<file path="config.mk">
export PLATFORM = sky130hd
export DESIGN_NAME = gmcc_ram
export DESIGN_NICKNAME = d
export VERILOG_FILES = /design/src/rtl/core/gmcc_ram.sv
export SDC_FILE = /design/constraint.sdc
export NUM_CORES = 1
export LEC_CHECK = 0
export BUFFER_PORTS_ARGS = -buffer_cell sky130_fd_sc_hd__buf_2
export CORE_AREA = 2 2 105 107
export DETAILED_ROUTE_END_ITERATION = 8
export DIE_AREA = 0 0 107 109
export PLACE_DENSITY_LB_ADDON = 0.15
export SLEW_MARGIN = 20
export SYNTH_ARGS = -nofsm -noshare
export SYNTH_HDL_FRONTEND = slang
export SYNTH_SLANG_ARGS = --single-unit
</file>
<file path="constraint.sdc">
create_clock -name clk_i -period 1.5 [get_ports clk_i]
set_input_delay 0.075 -clock clk_i [delete_from_list [all_inputs] [get_ports clk_i]]
set_output_delay 0.075 -clock clk_i [all_outputs]
set_load 0.1 [all_outputs]
</file>
<file path="src/rtl/core/gmcc_ram.sv">
// Generic single-write, single-read RAM with registered read data.
// No dependencies.
`default_nettype none

module gmcc_ram #(
  parameter int unsigned Width = 8,
  parameter int unsigned Depth = 16
) (
  input  wire logic                     clk_i,
  input  wire logic                     we_i,
  input  wire logic [$clog2(Depth)-1:0] waddr_i,
  input  wire logic [Width-1:0]         wdata_i,
  input  wire logic [$clog2(Depth)-1:0] raddr_i,
  output logic      [Width-1:0]         rdata_o
);

  logic [Width-1:0] mem [Depth];

  always_ff @(posedge clk_i) begin
    if (we_i) begin
      mem[waddr_i] <= wdata_i;
    end
    rdata_o <= mem[raddr_i];
  end

endmodule

`default_nettype wire

</file>
# Word-level counts from Yosys, hierarchy flattened
# Memories as Yosys holds them, arrays and structs flattened. A register that Yosys moved wholly into a read port is not among the register bits.
# Cells that the tools add are included.
# classes
mux	2
# ops
cell	count
two-way mux 1 bit	2
# totals
ff_bits	0
mem_count	1
ramBits	128
# mem_list
name	depth	word_bits	rd	rd_ports_with_merged_regs	wr	line_no	source
mem	16	8	1	1	1	17	logic [Width-1:0] mem [Depth];

# Longest topological paths before layout
# depth
word_depth	2
ltp_mapped	5
mapped_depth_nobuf	3

# Least setup slack after synthesis
# OpenSTA, ideal clock, no wires.
# synth_timing
path_type	input-to-reg
from	in waddr_i[2]
to	mem mem[0][0], enable pin
stages	2
path_buffers	0
arrival_time_ns	1.185
slack_ns	-0.068
path_cell_list	or3b_2 -> nor3_1
# synth_rtl
element	line_no	source
start: declaration	11	input wire logic [$clog2(Depth)-1:0] waddr_i,
end: declaration	17	
# Straight into the memory's write port.

# Worst setup path after layout
# layout_timing
from	reg rdata_o[7] (read register of mem)
to	out rdata_o[7]
# layout_rtl
element	line_no	source
start: declaration	14	output logic [Width-1:0] rdata_o
# No word-level cell between the ends.

==> reports/results.ini <==
[sta]
hold_violations=0
worst_slack_ns=0.07258
finalClockSkew_ns=0.009033
fmax_mhz=700.6
worst_pin_slew_ns=0.7322
rsz0062_at_grt=false
hold_ws_ns=0.1199
slew-limit-headroom_pct=51.09
setup_viol=0
period_minus_slack_ns=1.427
period_share_pct=95.16
drv_slew=0

[synth]
syn_inst=229
syn_area_per_cell_um2=22.48
ys_seq_area_share_pct=77.78
muxShareOfSynthArea_pct=15.02
synth_top_family_by_area=multiplexers
synth-edff-count=128
ys_ff_latch=136
async_reset_ff_share_pct=0
synth-compound-area-share_pct=2.333
yosys.area_share.xor_xnor_pct=0
synthesis.nets=247
synth_ff_type=edfxtp_1
synthAdderAreaFrac_pct=0
ys.warnings.count=0
synthSimpleGateAreaFrac_pct=3.184
syn_area_um2=5147
synth_cell_types=19

[setup_path]
worst-path-max-fanout=1
slowest_stage=buf_2
path_delay_family=buffers and inverters
critPathBufInv=1
worst_ep_arrival_time_ns=1.35
critical_path.cell_chain=buf_2
cp.required_ns=1.42
worst_path_largest_cell_delay_ns=0.45
critical_path_class=reg2out
rrSetupSlack_ns=0.14
endpoint_kind=primary output
cp-start-kind=flop

[floorplanning]
fp.dieH_um=109
dieArea_um2=11660
io_pins=26
num_rows=38
core_area_um2=10600
start_util_pct=48.55
die_w_um=107

[final_layout]
fillCellCount=786
drive_above_1_share_pct=32.69
seqCellArea_um2=4004
antenna_cells=0
final_common_cell=edfxtp_1
syn_to_final_growth_pct=21.29
fin_nets=314
multi_input_area_um2=1062
final_cell_mix=128 x edfxtp_1, 25 x buf_2, 22 x buf_4

[run]
maxCapViolations=0

[clock_network]
htree_levels=4
cts_buffers=17
cts.root.buffer_cell=clkbuf_8
clock_latency_ns=0.52
clockBufferDepth=2
path_clk_slew_ns=0.06
cts_tree=built
cts.repair_timing.setup_buffer_count=0
cts.sinks=136
cts_resized=0

[routing]
ant_nets=0
wl_per_cell_um=21.69
wirelength_um=9739
drt_iter0_markers=135
vias=2458
vias_per_cell=5.474
first_pass_iters=4
drcViolationCount=0

[global_routing]
overflow=0
first_global_vias=2437
grt_use_total_pct=18.39
grt_max_degree=25
grt_pass1_wl_um=14630
antenna_found_initial=0

[placement]
hpwl_um=6574
dp_slack_ns=-0.01860
place.port_buffers=25
gp_congestion=0.7573

[pwr]
ir_drop_mv=0.8008
powerDensity_nw_per_um2=1407
p_leak_nw=2.142

[run_status]
status=finished clean

[min_path]
min_path_type=in2reg

[cells by family after synthesis]
logic type | count (synthesis)
flip-flops | 136
AND/OR/NAND/NOR | 35
multiplexers | 32
AO/OA/AOI/OAI | 16
buffers and inverters | 10
[power by group]
part	switching, mW	internal [mW]	leakage [nW]
Clock	1.47	2.44	0.269
Combinational	0.405	0.196	0.650
Sequential	0.0276	4.25	1.22
[per-layer routing]
| layer | global-route usage [%] | part of all wire (%) | vias up |
|---|---|---|---|
| met5 | 0 | 0 | - |
| met4 | 6.401 | 1.0 | 0 |
| li1 | - | - | 1110 |
| met2 | 28.25 | 49 | 59 |
| met1 | 25.92 | 46 | 1281 |
| met3 | 4.842 | 4.3 | 8 |
[through the flow]
| stage | total power [mW] | area (um2) | utilization, % | setup TNS (ns) | cells |
|---|---|---|---|---|---|
| floorplan | 4.747 | 5152 | - | 0 | 229 |
| global placement | 4.941 | 5592 | 52.74 | -0.03114 | 409 |
| detailed placement | 4.950 | 5592 | 52.74 | -0.02946 | 409 |
| CTS | 8.855 | 6243 | 58.89 | 0 | 449 |
| global route | 9.081 | 6243 | 58.89 | 0 | 449 |
| finish | 8.782 | 6243 | 58.89 | 0 | 449 |
[worst paths after layout]
path | from | endpoint | depth (start not counted)
worst max-delay path | rdata_o[7] | rdata_o[7] | 1
worst min-delay path | waddr_i[1] | mem[0][0] | 3
worst max register to register | mem[10][7] | rdata_o[7] | 3
worst min register to register | mem[14][0] | rdata_o[0] | 3
[flip-flops by register name (all words and copies together) (netlist names)]
| register | count |
|---|---|
| mem | 128 |
| rdata_o | 8 |
[synthesized netlist by cell type, types with 2 or more instances]
library cell,number,area (um2)
a22oi_1,16,120.1
buf_2,3,15.01
buf_6,3,33.78
clkdlybuf4s25_2,3,30.03
dfxtp_1,8,160.2
edfxtp_1,128,3844
mux4_1,14,367.9
mux4_2,18,405.4
nand2_1,9,33.78
nand2b_1,2,12.51
nand3b_1,2,15.01
nor2_1,13,48.80
nor3_1,4,20.02
[worst register-to-register path, delay by kind of cell, from the launching register on]
| kind | cells | cell delay, ns |
|---|---|---|
| multiplexers | 1 | 0.47 |
| AO/OA/AOI/OAI | 1 | 0.31 |
| flip-flops | 1 | 0.38 |
| AND/OR/NAND/NOR | 1 | 0.08 |
[repair_timing]
| item | in CTS | in global routing |
|---|---|---|
| hold endpoints to repair | 128 | 0 |
| setup endpoints to repair | 0 | 0 |
| hold buffers | 8 | 0 |
[cell type report]
| cell class | count | share of cell area, % |
|---|---|---|
| Clock buffer | 20 | 7.134 |
| Timing Repair Buffer | 58 | 6.894 |
| Clock inverter | 12 | 2.024 |
| Tap cell | 140 | 2.806 |
| Multi-Input combinational cell | 83 | 17.01 |
| Sequential cell | 136 | 64.13 |
Power figures use the tool's default switching activity.
